--- src/hw/rtl/sdspi_pkg.sv ---
// Package for the SD card SPI command and init engine.
// Holds the transfer structs, command and phase codes, status codes and a frame helper.
// No dependencies.
package sdspi_pkg;

  typedef enum logic [1:0] {
    CMD_ISSUE = 2'd0,
    CMD_INIT  = 2'd1,
    CMD_BYTE  = 2'd2,
    CMD_TICK  = 2'd3
  } cmd_t;

  typedef enum logic [2:0] {
    PH_IDLE  = 3'd0,
    PH_WAIT  = 3'd1,
    PH_FRAME = 3'd2,
    PH_RESP  = 3'd3,
    PH_TRAIL = 3'd4
  } phase_t;

  localparam logic [2:0] ST_OK          = 3'd0;
  localparam logic [2:0] ST_TIMEOUT     = 3'd1;
  localparam logic [2:0] ST_REMOVED     = 3'd2;
  localparam logic [2:0] ST_CMD8_ILLEGAL = 3'd3;
  localparam logic [2:0] ST_ECHO        = 3'd4;
  localparam logic [2:0] ST_OCR_FAIL    = 3'd5;
  localparam logic [2:0] ST_NOT_HC      = 3'd6;

  localparam logic [2:0] STEP_CMD0  = 3'd0;
  localparam logic [2:0] STEP_CMD8  = 3'd1;
  localparam logic [2:0] STEP_CMD55 = 3'd2;
  localparam logic [2:0] STEP_ACMD41 = 3'd3;
  localparam logic [2:0] STEP_CMD58 = 3'd4;

  localparam logic [5:0] IDX_CMD0   = 6'd0;
  localparam logic [5:0] IDX_CMD8   = 6'd8;
  localparam logic [5:0] IDX_CMD41  = 6'd41;
  localparam logic [5:0] IDX_CMD55  = 6'd55;
  localparam logic [5:0] IDX_CMD58  = 6'd58;

  localparam logic [31:0] ARG_CMD8   = 32'h0000_01AA;
  localparam logic [31:0] ARG_ACMD41 = 32'h4000_0000;

  localparam logic [7:0] BYTE_IDLE  = 8'hFF;
  localparam logic [7:0] R1_IDLE    = 8'h01;
  localparam logic [7:0] ECHO_CHECK = 8'hAA;

  localparam logic [0:0] REG_INIT_TIMEOUT = 1'b0;
  localparam logic [0:0] REG_CMD_TIMEOUT  = 1'b1;

  localparam logic [15:0] INIT_TIMEOUT_RESET = 16'd2000;
  localparam logic [15:0] CMD_TIMEOUT_RESET  = 16'd300;

  typedef struct packed {
    logic [1:0]  command;
    logic [5:0]  sd_index;
    logic [31:0] argument;
    logic        card_number;
    logic [7:0]  miso_byte;
    logic        card_absent;
  } in_item_t;

  typedef struct packed {
    logic [7:0] mosi_byte;
    logic       mosi_valid;
    logic       cs_active;
    logic       cs_card;
    logic       done_res;
    logic [2:0] status;
    logic [7:0] r1_response;
  } out_item_t;

  // Builds the six-byte command frame with its fixed check byte.
  function automatic logic [47:0] build_frame(input logic [5:0] idx, input logic [31:0] arg);
    logic [7:0] chk;
    begin
      if (idx == IDX_CMD0) begin
        chk = 8'h95;
      end else if (idx == IDX_CMD8) begin
        chk = 8'h87;
      end else begin
        chk = 8'hFF;
      end
      build_frame = {2'b01, idx, arg, chk};
    end
  endfunction

endpackage

--- src/hw/rtl/sdspi_pipe_reg.sv ---
// One-entry valid/ready register stage used on the input and result sides.
// Depends on nothing but its width parameter.
module sdspi_pipe_reg #(
  parameter int W = 8
) (
  input  logic         clk,
  input  logic         rst,
  input  logic         s_valid,
  output logic         s_ready,
  input  logic [W-1:0] s_data,
  output logic         m_valid,
  input  logic         m_ready,
  output logic [W-1:0] m_data
);

  logic         full;
  logic [W-1:0] data;

  assign s_ready = !full || m_ready;
  assign m_valid = full;
  assign m_data  = data;

  always_ff @(posedge clk) begin
    if (rst) begin
      full <= 1'b0;
    end else if (s_ready) begin
      full <= s_valid;
    end
  end

  always_ff @(posedge clk) begin
    if (s_ready && s_valid) begin
      data <= s_data;
    end
  end

endmodule

--- src/hw/rtl/sdspi_engine.sv ---
// Command and init sequencer: configuration registers, engine state and the
// per-item decision logic. Uses sdspi_pkg.
module sdspi_engine (
  input  logic                clk,
  input  logic                rst,
  input  logic                cfg_valid,
  input  logic [0:0]          cfg_index,
  input  logic [15:0]         cfg_data,
  input  logic                item_valid,
  output logic                item_ready,
  input  sdspi_pkg::in_item_t item,
  output logic                res_valid,
  input  logic                res_ready,
  output sdspi_pkg::out_item_t res
);
  import sdspi_pkg::*;

  logic [15:0] init_timeout_ms;
  logic [15:0] cmd_timeout_ms;

  phase_t      phase, phase_next;
  logic [2:0]  init_step, init_step_next;
  logic [2:0]  byte_count, byte_count_next;
  logic [47:0] frame_shift, frame_shift_next;
  logic [15:0] wait_elapsed, wait_elapsed_next;
  logic [15:0] loop_elapsed, loop_elapsed_next;
  logic [7:0]  last_response, last_response_next;
  logic        active_card, active_card_next;
  logic        is_init, is_init_next;

  logic        emit;
  logic [7:0]  emit_byte;
  logic        fin;
  logic [2:0]  fin_status;
  logic        fire;

  assign fire       = item_valid && res_ready;
  assign item_ready = res_ready;

  always_ff @(posedge clk) begin
    if (rst) begin
      init_timeout_ms <= INIT_TIMEOUT_RESET;
      cmd_timeout_ms  <= CMD_TIMEOUT_RESET;
    end else if (cfg_valid) begin
      if (cfg_index == REG_INIT_TIMEOUT) begin
        init_timeout_ms <= cfg_data;
      end else begin
        cmd_timeout_ms <= cfg_data;
      end
    end
  end

  always_comb begin
    logic        cd;
    logic [7:0]  cd_r;
    logic        launch;
    logic [5:0]  l_idx;
    logic [31:0] l_arg;
    logic [2:0]  l_step;
    logic [2:0]  l_fail;
    logic        trail;
    logic [2:0]  bc1;
    logic [2:0]  sel;
    logic [47:0] frame_v;

    phase_next         = phase;
    init_step_next     = init_step;
    byte_count_next    = byte_count;
    frame_shift_next   = frame_shift;
    wait_elapsed_next  = wait_elapsed;
    loop_elapsed_next  = loop_elapsed;
    last_response_next = last_response;
    active_card_next   = active_card;
    is_init_next       = is_init;
    emit       = 1'b0;
    emit_byte  = 8'h00;
    fin        = 1'b0;
    fin_status = ST_OK;
    cd     = 1'b0;
    cd_r   = 8'h00;
    launch = 1'b0;
    l_idx  = 6'd0;
    l_arg  = 32'd0;
    l_step = init_step;
    l_fail = ST_TIMEOUT;
    trail  = 1'b0;
    bc1    = byte_count + 3'd1;
    sel    = 3'd5 - bc1;
    frame_v = frame_shift;

    case (item.command)
      CMD_ISSUE: begin
        if (phase == PH_IDLE) begin
          is_init_next     = 1'b0;
          active_card_next = item.card_number;
          launch = 1'b1;
          l_idx  = item.sd_index;
          l_arg  = item.argument;
        end
      end
      CMD_INIT: begin
        if (phase == PH_IDLE) begin
          active_card_next = item.card_number;
          if (item.card_absent) begin
            is_init_next = 1'b0;
            fin          = 1'b1;
            fin_status   = ST_REMOVED;
          end else begin
            is_init_next      = 1'b1;
            loop_elapsed_next = 16'd0;
            if (init_timeout_ms != 16'd0) begin
              launch = 1'b1;
              l_idx  = IDX_CMD0;
              l_step = STEP_CMD0;
            end else begin
              fin        = 1'b1;
              fin_status = ST_TIMEOUT;
            end
          end
        end
      end
      CMD_BYTE: begin
        case (phase)
          PH_WAIT: begin
            if (item.miso_byte == BYTE_IDLE) begin
              phase_next      = PH_FRAME;
              byte_count_next = 3'd0;
              emit      = 1'b1;
              emit_byte = frame_shift[47:40];
            end else if (wait_elapsed < cmd_timeout_ms) begin
              emit      = 1'b1;
              emit_byte = BYTE_IDLE;
            end else begin
              cd   = 1'b1;
              cd_r = BYTE_IDLE;
            end
          end
          PH_FRAME: begin
            byte_count_next = bc1;
            if (bc1 < 3'd6) begin
              emit      = 1'b1;
              emit_byte = frame_shift[{sel, 3'b000} +: 8];
            end else begin
              wait_elapsed_next = 16'd0;
              if (cmd_timeout_ms != 16'd0) begin
                phase_next = PH_RESP;
                emit       = 1'b1;
                emit_byte  = BYTE_IDLE;
              end else begin
                cd   = 1'b1;
                cd_r = BYTE_IDLE;
              end
            end
          end
          PH_RESP: begin
            if (!item.miso_byte[7]) begin
              cd   = 1'b1;
              cd_r = item.miso_byte;
            end else if (wait_elapsed < cmd_timeout_ms) begin
              emit      = 1'b1;
              emit_byte = BYTE_IDLE;
            end else begin
              cd   = 1'b1;
              cd_r = item.miso_byte;
            end
          end
          PH_TRAIL: begin
            if (init_step == STEP_CMD8 || byte_count == 3'd0) begin
              frame_v = {40'd0, item.miso_byte};
            end
            frame_shift_next = frame_v;
            byte_count_next  = bc1;
            if (bc1 < 3'd4) begin
              emit      = 1'b1;
              emit_byte = BYTE_IDLE;
            end else if (init_step == STEP_CMD8) begin
              if (frame_v[7:0] != ECHO_CHECK) begin
                fin        = 1'b1;
                fin_status = ST_ECHO;
              end else if (item.card_absent) begin
                fin        = 1'b1;
                fin_status = ST_REMOVED;
              end else begin
                loop_elapsed_next = 16'd0;
                if (init_timeout_ms != 16'd0) begin
                  launch = 1'b1;
                  l_idx  = IDX_CMD55;
                  l_step = STEP_CMD55;
                end else begin
                  fin        = 1'b1;
                  fin_status = ST_TIMEOUT;
                end
              end
            end else if (frame_v[7:6] != 2'b11) begin
              fin        = 1'b1;
              fin_status = ST_NOT_HC;
            end else begin
              fin        = 1'b1;
              fin_status = ST_OK;
            end
          end
          default: begin
          end
        endcase
      end
      default: begin
        if (wait_elapsed != 16'hFFFF) begin
          wait_elapsed_next = wait_elapsed + 16'd1;
        end
        if (loop_elapsed != 16'hFFFF) begin
          loop_elapsed_next = loop_elapsed + 16'd1;
        end
      end
    endcase

    // A finished command either ends the operation or moves the init sequence on.
    if (cd) begin
      last_response_next = cd_r;
      if (!is_init) begin
        fin        = 1'b1;
        fin_status = cd_r[7] ? ST_TIMEOUT : ST_OK;
      end else begin
        case (init_step)
          STEP_CMD0: begin
            if (cd_r == R1_IDLE) begin
              launch = 1'b1;
              l_idx  = IDX_CMD8;
              l_arg  = ARG_CMD8;
              l_step = STEP_CMD8;
              l_fail = ST_CMD8_ILLEGAL;
            end else if (loop_elapsed < init_timeout_ms) begin
              launch = 1'b1;
              l_idx  = IDX_CMD0;
              l_step = STEP_CMD0;
            end else begin
              fin        = 1'b1;
              fin_status = ST_TIMEOUT;
            end
          end
          STEP_CMD8: begin
            if (cd_r[2]) begin
              fin        = 1'b1;
              fin_status = ST_CMD8_ILLEGAL;
            end else begin
              trail = 1'b1;
            end
          end
          STEP_CMD55: begin
            launch = 1'b1;
            l_idx  = IDX_CMD41;
            l_arg  = ARG_ACMD41;
            l_step = STEP_ACMD41;
          end
          STEP_ACMD41: begin
            if (cd_r != 8'h00) begin
              if (loop_elapsed < init_timeout_ms) begin
                launch = 1'b1;
                l_idx  = IDX_CMD55;
                l_step = STEP_CMD55;
              end else begin
                fin        = 1'b1;
                fin_status = ST_TIMEOUT;
              end
            end else if (item.card_absent) begin
              fin        = 1'b1;
              fin_status = ST_REMOVED;
            end else begin
              launch = 1'b1;
              l_idx  = IDX_CMD58;
              l_step = STEP_CMD58;
              l_fail = ST_OCR_FAIL;
            end
          end
          default: begin
            if (cd_r != 8'h00) begin
              fin        = 1'b1;
              fin_status = ST_OCR_FAIL;
            end else begin
              trail = 1'b1;
            end
          end
        endcase
      end
    end

    if (trail) begin
      phase_next       = PH_TRAIL;
      byte_count_next  = 3'd0;
      frame_shift_next = 48'd0;
      emit      = 1'b1;
      emit_byte = BYTE_IDLE;
    end

    // With a zero command timeout the new command fails at once with an idle response and its step's fail status.
    if (launch) begin
      init_step_next    = l_step;
      frame_shift_next  = build_frame(l_idx, l_arg);
      wait_elapsed_next = 16'd0;
      if (cmd_timeout_ms != 16'd0) begin
        phase_next = PH_WAIT;
        emit       = 1'b1;
        emit_byte  = BYTE_IDLE;
      end else begin
        last_response_next = BYTE_IDLE;
        fin        = 1'b1;
        fin_status = l_fail;
      end
    end

    if (fin) begin
      phase_next   = PH_IDLE;
      is_init_next = 1'b0;
    end
  end

  always_comb begin
    res_valid       = fire && (emit || fin);
    res.mosi_byte   = emit ? emit_byte : 8'h00;
    res.mosi_valid  = emit;
    res.cs_active   = emit;
    res.cs_card     = active_card_next;
    res.done_res    = fin;
    res.status      = fin ? fin_status : ST_OK;
    res.r1_response = last_response_next;
  end

  always_ff @(posedge clk) begin
    if (rst) begin
      phase         <= PH_IDLE;
      init_step     <= STEP_CMD0;
      byte_count    <= 3'd0;
      frame_shift   <= 48'd0;
      wait_elapsed  <= 16'd0;
      loop_elapsed  <= 16'd0;
      last_response <= BYTE_IDLE;
      active_card   <= 1'b0;
      is_init       <= 1'b0;
    end else if (fire) begin
      phase         <= phase_next;
      init_step     <= init_step_next;
      byte_count    <= byte_count_next;
      frame_shift   <= frame_shift_next;
      wait_elapsed  <= wait_elapsed_next;
      loop_elapsed  <= loop_elapsed_next;
      last_response <= last_response_next;
      active_card   <= active_card_next;
      is_init       <= is_init_next;
    end
  end

endmodule

--- src/hw/rtl/sd_spi_command_and_init_engine_top.sv ---
// Channel    | Direction | Transfer contents
// in         | input     | in_item_t: command, index, argument, card, received byte, detect
// out        | output    | out_item_t: byte to send, selects, done, status, R1 byte
// cfg        | input     | register index and 16-bit write data
//
// Each item is held in the input register while the engine logic works on it; its result,
// if it has one, then sits in the result register. One item per cycle is sustained while
// the result register is not stalled.
// A stalled result register holds the engine, which then fills the input register.
// Reset (synchronous rst) clears the stages and engine state and loads the timeouts.
// Top level of the SD card SPI command and init engine.
// Uses sdspi_pkg, sdspi_pipe_reg and sdspi_engine.
module sd_spi_command_and_init_engine_top (
  input  logic                 clk,
  input  logic                 rst,
  input  logic                 in_valid,
  output logic                 in_ready,
  input  sdspi_pkg::in_item_t  in_item,
  output logic                 out_valid,
  input  logic                 out_ready,
  output sdspi_pkg::out_item_t out_item,
  input  logic                 cfg_valid,
  output logic                 cfg_ready,
  input  logic [0:0]           cfg_index,
  input  logic [15:0]          cfg_data
);
  import sdspi_pkg::*;

  logic      item_valid;
  logic      item_ready;
  in_item_t  item;
  logic      res_valid;
  logic      res_ready;
  out_item_t res;

  assign cfg_ready = 1'b1;

  sdspi_pipe_reg #(
    .W($bits(in_item_t))
  ) u_in_reg (
    .clk     (clk),
    .rst     (rst),
    .s_valid (in_valid),
    .s_ready (in_ready),
    .s_data  (in_item),
    .m_valid (item_valid),
    .m_ready (item_ready),
    .m_data  (item)
  );

  sdspi_engine u_engine (
    .clk        (clk),
    .rst        (rst),
    .cfg_valid  (cfg_valid),
    .cfg_index  (cfg_index),
    .cfg_data   (cfg_data),
    .item_valid (item_valid),
    .item_ready (item_ready),
    .item       (item),
    .res_valid  (res_valid),
    .res_ready  (res_ready),
    .res        (res)
  );

  sdspi_pipe_reg #(
    .W($bits(out_item_t))
  ) u_out_reg (
    .clk     (clk),
    .rst     (rst),
    .s_valid (res_valid),
    .s_ready (res_ready),
    .s_data  (res),
    .m_valid (out_valid),
    .m_ready (out_ready),
    .m_data  (out_item)
  );

endmodule
--- config.mk ---
export PLATFORM = sky130hd
export DESIGN_NAME = sd_spi_command_and_init_engine_top
export DESIGN_NICKNAME = d
export VERILOG_FILES = /design/src/hw/rtl/sdspi_pkg.sv /design/src/hw/rtl/sdspi_pipe_reg.sv /design/src/hw/rtl/sdspi_engine.sv /design/src/hw/rtl/sd_spi_command_and_init_engine_top.sv
export SDC_FILE = /design/constraint.sdc
export NUM_CORES = 1
export LEC_CHECK = 0
export BUFFER_PORTS_ARGS = -buffer_cell sky130_fd_sc_hd__buf_2
export CAP_MARGIN = 40
export CORE_AREA = 2 2 204 206
export CTS_CLUSTER_SIZE = 30
export DETAILED_ROUTE_END_ITERATION = 8
export DIE_AREA = 0 0 206 208
export GPL_TIMING_DRIVEN = 1
export PLACE_DENSITY = 0.4
export SLEW_MARGIN = 25
export SYNTH_ARGS = -nofsm -noshare
export SYNTH_HDL_FRONTEND = slang
export SYNTH_SLANG_ARGS = --single-unit
--- constraint.sdc ---
create_clock -name clk -period 6.7 [get_ports clk]
set_input_delay 1.34 -clock clk [delete_from_list [all_inputs] [get_ports clk]]
set_output_delay 1.34 -clock clk [all_outputs]
set_load 0.02 [all_outputs]
# Yosys cells after proc, flatten, opt, wreduce, memory -nomap -nowiden
# Cells that the tools add are included.
dict set report totals {
  regBits 205
  latch_bits 0
  ramBits 0
  mem_bits_ro 0
  in_bits 72
  output_inout_bits 26
  word_cells 283
  memories 0
}
dict set report classes {
  addsub 4
  mul 0
  div 0
  order_cmp 4
  eq_ne 27
  shift 1
  n_mux 189
  n_bitwise 2
  reduce_logical 38
}
# cell count
set ops {}
lappend ops {{$mux 48} 7}
lappend ops {{$mux 16} 11}
lappend ops {{$mux 8} 21}
lappend ops {{$mux 32} 5}
lappend ops {{$mux 3} 48}
lappend ops {{$mux 6} 14}
lappend ops {{$pmux 32 s2} 1}
lappend ops {{$mux 1} 59}
lappend ops {{$pmux 16 s3} 1}
lappend ops {{$shiftx 48x7->8} 1}
lappend ops {{$add 16x1->16 const B} 2}
lappend ops {{$lt 16x16->1} 2}
lappend ops {{$ne 16x16->1 const B} 2}
lappend ops {{$pmux 16 s2} 1}
lappend ops {{$pmux 8 s4} 1}
lappend ops {{$reduce_bool 16->1} 2}
lappend ops {{$pmux 3 s2} 5}
lappend ops {{$pmux 8 s3} 1}
lappend ops {{$reduce_bool 3->1} 7}
lappend ops {{$pmux 6 s3} 1}
lappend ops {{$eq 3x2->1 const B} 4}
lappend ops {{$pmux 3 s4} 1}
lappend ops {{$pmux 6 s2} 1}
lappend ops {{$reduce_and 4->1} 3}
lappend ops {{37 further kinds} 64}

# Depth between registers and ports, before layout
dict set report depth {
  ltp_word 21
  mapped_depth 16
}

# Cells and area by module
# A second synthesis with hierarchy kept.
dict set report hier_totals {
  cells_unflattened 1112
  hier_area_um2 10427.5
}
# mod instances cells_per_inst area_each_um2 seq_area_each_um2
set modules_own_cells {}
lappend modules_own_cells {sdspi_engine 1 1027 8114.0 2602.5}
lappend modules_own_cells {{sdspi_pipe_reg (u_in_reg)} 1 55 1556.5 1521.5}
lappend modules_own_cells {{sdspi_pipe_reg (u_out_reg)} 1 28 745.7 710.7}
lappend modules_own_cells {sd_spi_command_and_init_engine_top 1 2 11.3 0.0}

# Worst setup path before layout
# Ideal clock, no wire load.
dict set report synth_timing {
  path_kind {flip-flop to flip-flop}
  startpoint {register u_engine.byte_count[0]}
  endpoint {register u_out_reg.data[0], in the netlist u_out_reg.m_data[0], enable pin}
  setup_time_ns 0.408
  t_arrival_ns 4.813
  setup_slack_ns 1.479
  stages_incl_launch_ff 15
  path_buffers 3
  path_cell_list {dfxtp_1 clkbuf_1 buf_1 inv_1 ha_1 ha_1 clkbuf_1 nor4b_1 and2_1 o21ai_0 nand3_1 nand3_1 a311o_1 nor2b_1 a21oi_1}
}
dict set report synth_between {
  elab_chain_len 21
  elab_cells_between_ends 60
  cone_classes {add/sub (1); order compare (2); eq/ne (2); mux (49); reduce/logical (6)}
}
# element line_no
set synth_rtl {}
lappend synth_rtl {{start: declaration} sdspi_engine.sv:23} ;# logic [2:0] byte_count, byte_count_next;
lappend synth_rtl {{start signal: assignment} sdspi_engine.sv:341} ;# byte_count <= byte_count_next;
lappend synth_rtl {{$logic_not 3->1} sdspi_engine.sv:168} ;# if (init_step == STEP_CMD8 || byte_count == 3'd0) begin
lappend synth_rtl {{$logic_or 1x1->1} sdspi_engine.sv:168}
lappend synth_rtl {{$mux 48} sdspi_engine.sv:168}
lappend synth_rtl {{$mux 48} sdspi_engine.sv:123} ;# case (phase)
lappend synth_rtl {{$mux 48} sdspi_engine.sv:91} ;# case (item.command)
lappend synth_rtl {{$ne 8x8->1} sdspi_engine.sv:177} ;# if (frame_v[7:0] != ECHO_CHECK) begin
lappend synth_rtl {{$mux 1} sdspi_engine.sv:177}
lappend synth_rtl {{$mux 1} sdspi_engine.sv:176} ;# end else if (init_step == STEP_CMD8) begin
lappend synth_rtl {{[... 5 more ...]} n/a}
lappend synth_rtl {{$pmux 1 s4} sdspi_engine.sv:223} ;# case (init_step)
lappend synth_rtl {{$mux 1} sdspi_engine.sv:219} ;# if (!is_init) begin
lappend synth_rtl {{$mux 1} sdspi_engine.sv:217} ;# if (cd) begin
lappend synth_rtl {{$mux 1} sdspi_engine.sv:299} ;# if (cmd_timeout_ms != 16'd0) begin
lappend synth_rtl {{$mux 1} sdspi_engine.sv:295} ;# if (launch) begin
lappend synth_rtl {{$logic_or 1x1->1 *} sdspi_engine.sv:317} ;# res_valid = fire && (emit || fin);
lappend synth_rtl {{$logic_and 1x1->1 *} sdspi_engine.sv:317}
lappend synth_rtl {{$logic_and 1x1->1 *} sdspi_pipe_reg.sv:32} ;# if (s_ready && s_valid) begin
lappend synth_rtl {{end signal: assignment} sdspi_pipe_reg.sv:33} ;# data <= s_data;
lappend synth_rtl {{end: declaration} sdspi_pipe_reg.sv:17} ;# logic [W-1:0] data;
# Mark *: on every way between the ends. The rest lies on a longest branch, timed or not. The select of a mux whose other input is x is not followed.
# A chain may end at the register's enable or synchronous reset.

# Worst setup path in the final report
dict set report layout_timing {
  startpoint {register u_engine.byte_count[0]}
  endpoint {register u_engine.wait_elapsed[4]}
}
dict set report layout_between {
  elab_chain_len 18
  elab_cells_between_ends 35
  cone_classes {add/sub (1); order compare (2); eq/ne (5); mux (22); reduce/logical (5)}
}
# element line_no
set layout_rtl {}
lappend layout_rtl {{$logic_not 3->1} sdspi_engine.sv:168}
lappend layout_rtl {{$logic_or 1x1->1} sdspi_engine.sv:168}
lappend layout_rtl {{$mux 48} sdspi_engine.sv:168}
lappend layout_rtl {{$mux 48} sdspi_engine.sv:123}
lappend layout_rtl {{$mux 48} sdspi_engine.sv:91}
lappend layout_rtl {{$ne 8x8->1} sdspi_engine.sv:177}
lappend layout_rtl {{$mux 1} sdspi_engine.sv:177}
lappend layout_rtl {{$mux 1} sdspi_engine.sv:176}
lappend layout_rtl {{[... 2 more ...]} n/a}
lappend layout_rtl {{$pmux 1 s3} sdspi_engine.sv:91}
lappend layout_rtl {{$mux 1, on equally long branches} {sdspi_engine.sv:264, sdspi_engine.sv:231, sdspi_engine.sv:256}}
lappend layout_rtl {{$mux 1, on equally long branches} {sdspi_engine.sv:255, sdspi_engine.sv:225}}
lappend layout_rtl {{$pmux 1 s3} sdspi_engine.sv:223}
lappend layout_rtl {{$mux 1} sdspi_engine.sv:219}
lappend layout_rtl {{$mux 1} sdspi_engine.sv:217}
lappend layout_rtl {{$ne 3x3->1 (no source line) (tied with other cells)} n/a}
lappend layout_rtl {{$reduce_and 5->1 (no source line)} n/a}
lappend layout_rtl {{end signal: assignment} sdspi_engine.sv:343} ;# wait_elapsed <= wait_elapsed_next;
lappend layout_rtl {{end: declaration} sdspi_engine.sv:25} ;# logic [15:0] wait_elapsed, wait_elapsed_next;
# Several ways; a longest one is shown, not always the timed one. The select of a mux whose other input is x is not followed.

==> summary.md <==
| Metric | Value |
|---|---|
| Status | complete, no violations |
| Mapped Cells | 1030 |
| Clock Skews | 0.02439 ns |
| Synth top area share | 26.35% |
| Main synth FF type | dfxtp_1 |
| Total Power | 2.960 mW |
| Clock network fraction of total power | 47.9% |
| Resize count post-CTS | 0 |
| Post-synth EDFFs | 72 |
| Hold buffer count at CTS | 0 |
| Row count | 74 |
| IO Count | 98 |
| Final period util | between 60% and 70% |
| Initial antenna violation count | 0 |
| Vias in the first global route | 8015 |
| CTS Sinks | a little over 200 |
| Power Internal | approximately 2.2 mW |
| Post-CTS Setup Inserts | 0 |
| WP buf/inv | 4 |
| RSZ-0062 raised after global routing | false |
| DIE WIDTH | 206 um |
| Post-synthesis register bit count | 204 |
| Final max-slew violation count | 0 |
| Worst vdd ir | 0.0001840 V |
| Grt peak-use layer | met2 |
| Slew headroom | 42.42% |
| Fmax achieved | 213.3 MHz |
| Starting Density | 24.73% |
| Fraction of power consumed by sequential logic | approximately 46% |
| DRC | 0 |
| Most frequent cells in the layout | 132 x dfxtp_1, 127 x nand2_1, 96 x buf_2 |
| Combinational share of power | roughly 6.4% |
| First-pass GRT wire length | 47.32 mm |
| CP top delay family | compound AO/OA/AOI/OAI gates |
| Yosys warns | 0 |
| Met3 usage | 2.021% |
| Mapped cell area | 0.01003 mm^2 |
| Worst setup EP type | flop |
| Synth unique cells | between 80 and 90 |
| Routing usage on met2 | 22.88% |
| Pin count of the biggest net entering global routing | 66 |
| Minimum clock period | 4.688 ns |
| Overflow after GRT | 0 |
| Delay of the slowest critical-path stage | 0.62 ns |
| Worst endpoint required time | slightly above 7 ns |
| All-Layer GR Usage | 14.08% |
| Synth top area cells | dfxtp_1 26%, edfxtp_1 22%, ha_1 4.9% |
| Gp weighted congestion | 0.8335 |
| Worst-Skew Late Latency | 0.56 ns |
| Worst-path clk slew | 0.06 ns |
| Clk buf depth | 3 |
| Final HPWL DP | 22.14 mm |
| Worst hold path type | flop to flop |
| Antenna-violating nets left | 0 |
| Layout cells sized above 1 | 16.73% |
| Drt first-iter violations | between 400 and 500 |
| Buffers on Ports | 96 |
| Worst EP arrival | ~5 ns |
| Power Density | 247.6 mW/mm^2 |
| CTS buffer count | 25 |
| Synthesized area per cell | 9.736 um^2 |
| Crit-path max FO | 18 |
| Number of H-tree levels | 1 |
| Root buf cell | clkbuf_16 |
| DR WL/cell | 17.84 um |
| CTS tree | done |
| Die ar. | 0.04285 mm^2 |
| Slowest-stage cell, CP | o31ai_2 |
| Yosys top cell by area | dfxtp_1 |
| Most common cell after layout, fill and taps aside | dfxtp_1 |
| Met1 Use GR | 19.25% |
| Via-to-Cell Ratio | 4.738 |
| Drt total wl | 29.76 mm |
| Final Hold Viols | 0 |
| Die height | about 210 um |
| TritonRoute pass-1 iters | 5 |
| Switching Share | ~24% |
| Post-synthesis async set-or-reset flop share | 0% |
| Syn Nets | 1141 |
| Max-Cap Viols | 0 |
| Worst path cell trace | buf_6, inv_1, ha_1, ha_1, nor4b_1, buf_4, and2_1, o31ai_2, a211oi_4, o22ai_4, buf_4, a21oi_1, or2_0, a31oi_1 |
| Total core area | slightly above 0.04 mm^2 |
| Crit path kind | flop to flop |
| NetSw | 0.7146 mW |
| Worst setup SP type | flop |
| Area Overhead vs Synth | 19.20% |
| Diode count | 0 |
| Seq/Total Area, Yosys | 47.91% |
| Via count | 7903 |
| Least-Margin Pin Slew | 0.8516 ns |
| Final setup viols | 0 |
| Setup TNS | 0 ns |
| Pleak | 4.531 nW |
| Nets | 1228 |
[Yosys cell counts (7+ instances only)]
master / instances
buf_1: 8
xor2_1: 9
inv_1: 48
a22o_1: 37
a31oi_1: 11
a21oi_1: 79
and3_1: 15
clkbuf_1: 32
nor3_1: 12
nor4_1: 13
nand4_1: 14
edfxtp_1: 72
a211o_1: 11
dfxtp_1: 132
a21o_1: 12
ha_1: 39
nor2_1: 79
o21a_1: 11
a211oi_1: 13
o21ai_0: 50
mux4_2: 7
and2_1: 15
nand2b_1: 14
nand2_1: 127
mux2i_1: 16
nand3b_1: 12
xnor2_1: 15
nand3_1: 17
[registers in the layout, summed over array words and instances (netlist names)]
| name | cells |
|---|---|
| u_out_reg.m_data | 22 |
| u_out_reg.m_valid | 1 |
| u_engine.wait_elapsed | 16 |
| u_engine.cmd_timeout_ms | 16 |
| u_engine.loop_elapsed | 16 |
| u_in_reg.m_data | 50 |
| u_engine.is_init | 1 |
| u_engine.active_card | 1 |
| u_engine.byte_count | 3 |
| u_engine.last_response | 8 |
| u_engine.phase | 3 |
| u_engine.init_timeout_ms | 16 |
| u_in_reg.m_valid | 1 |
| u_engine.frame_shift | 47 |
| u_engine.init_step | 3 |
[final timing paths]
kind                                            start                                    end  slack (ns)  cells after the start
setup / recovery  u_engine.byte_count[0]$_SDFFE_PP0P_  u_engine.wait_elapsed[4]$_SDFFE_PP0P_        2.01                     14
hold reg to reg         u_in_reg.m_data[10]$_DFFE_PP_   u_engine.frame_shift[8]$_SDFFE_PP0P_        0.46                      1
hold / removal          u_in_reg.m_data[10]$_DFFE_PP_   u_engine.frame_shift[8]$_SDFFE_PP0P_        0.46                      1
setup reg to reg  u_engine.byte_count[0]$_SDFFE_PP0P_  u_engine.wait_elapsed[4]$_SDFFE_PP0P_        2.01                     14
[layer usage]
metal  vias up  part of all wire [%]  wire length (um)
met4         0                   2.5               745
met5         -                     0                 0
met1      3751                    47             14080
met2       162                    46             13700
li1       3949                     -                 -
met3        41                   4.1              1232
[power groups by stage]
stage	Clock, mW	Sequential, mW	Combinational [mW]
after global routing	1.52	1.36	0.215
after floorplan	0	1.37	0.120
after global placement	0	1.38	0.192
after detailed placement	0	1.38	0.192
final	1.42	1.35	0.190
after CTS	1.46	1.35	0.192
[cell type report]
| cell class | instances | area [um^2] |
|---|---|---|
| Fill cell | 4301 | 28600 |
| Multi-Input combinational cell | 726 | 4815 |
| Sequential cell | 204 | 4805 |
| Tap cell | 532 | 665.6 |
| Clock buffer | 27 | 643.1 |
| Timing Repair Buffer | 112 | 628.1 |
| Clock inverter | 19 | 217.7 |
| Inverter | 48 | 180.2 |
[kinds of logic after synthesis]
| family | after synthesis | synth area share, % |
|---|---|---|
| simple gates | 355 | 17.63 |
| compound gates | 280 | 19.69 |
| flops | 204 | 47.91 |
| buf+inv | 100 | 4.155 |
| fa+ha+maj | 39 | 4.866 |
| mux | 27 | 3.618 |
| xor+xnor | 24 | 2.096 |
| other cells | 1 | 0.03739 |
[through the flow]
| step | setup slack, ns | hold slack [ns] | util (%) | instance area (um^2) | std cells |
|---|---|---|---|---|---|
| after global placement | 1.551 | 0.4367 | 27.21 | 11040 | 1618 |
| after CTS | 1.559 | 0.4570 | 29.40 | 11920 | 1666 |
| final | 2.012 | 0.4557 | 29.48 | 11950 | 1668 |
| after detailed placement | 1.602 | 0.4436 | 27.28 | 11060 | 1620 |
| after global routing | 1.579 | 0.4676 | 29.48 | 11950 | 1668 |
| after floorplan | 1.479 | 0.4300 | - | 10030 | 1030 |
No activity file was read; power rests on OpenSTA's default activity.
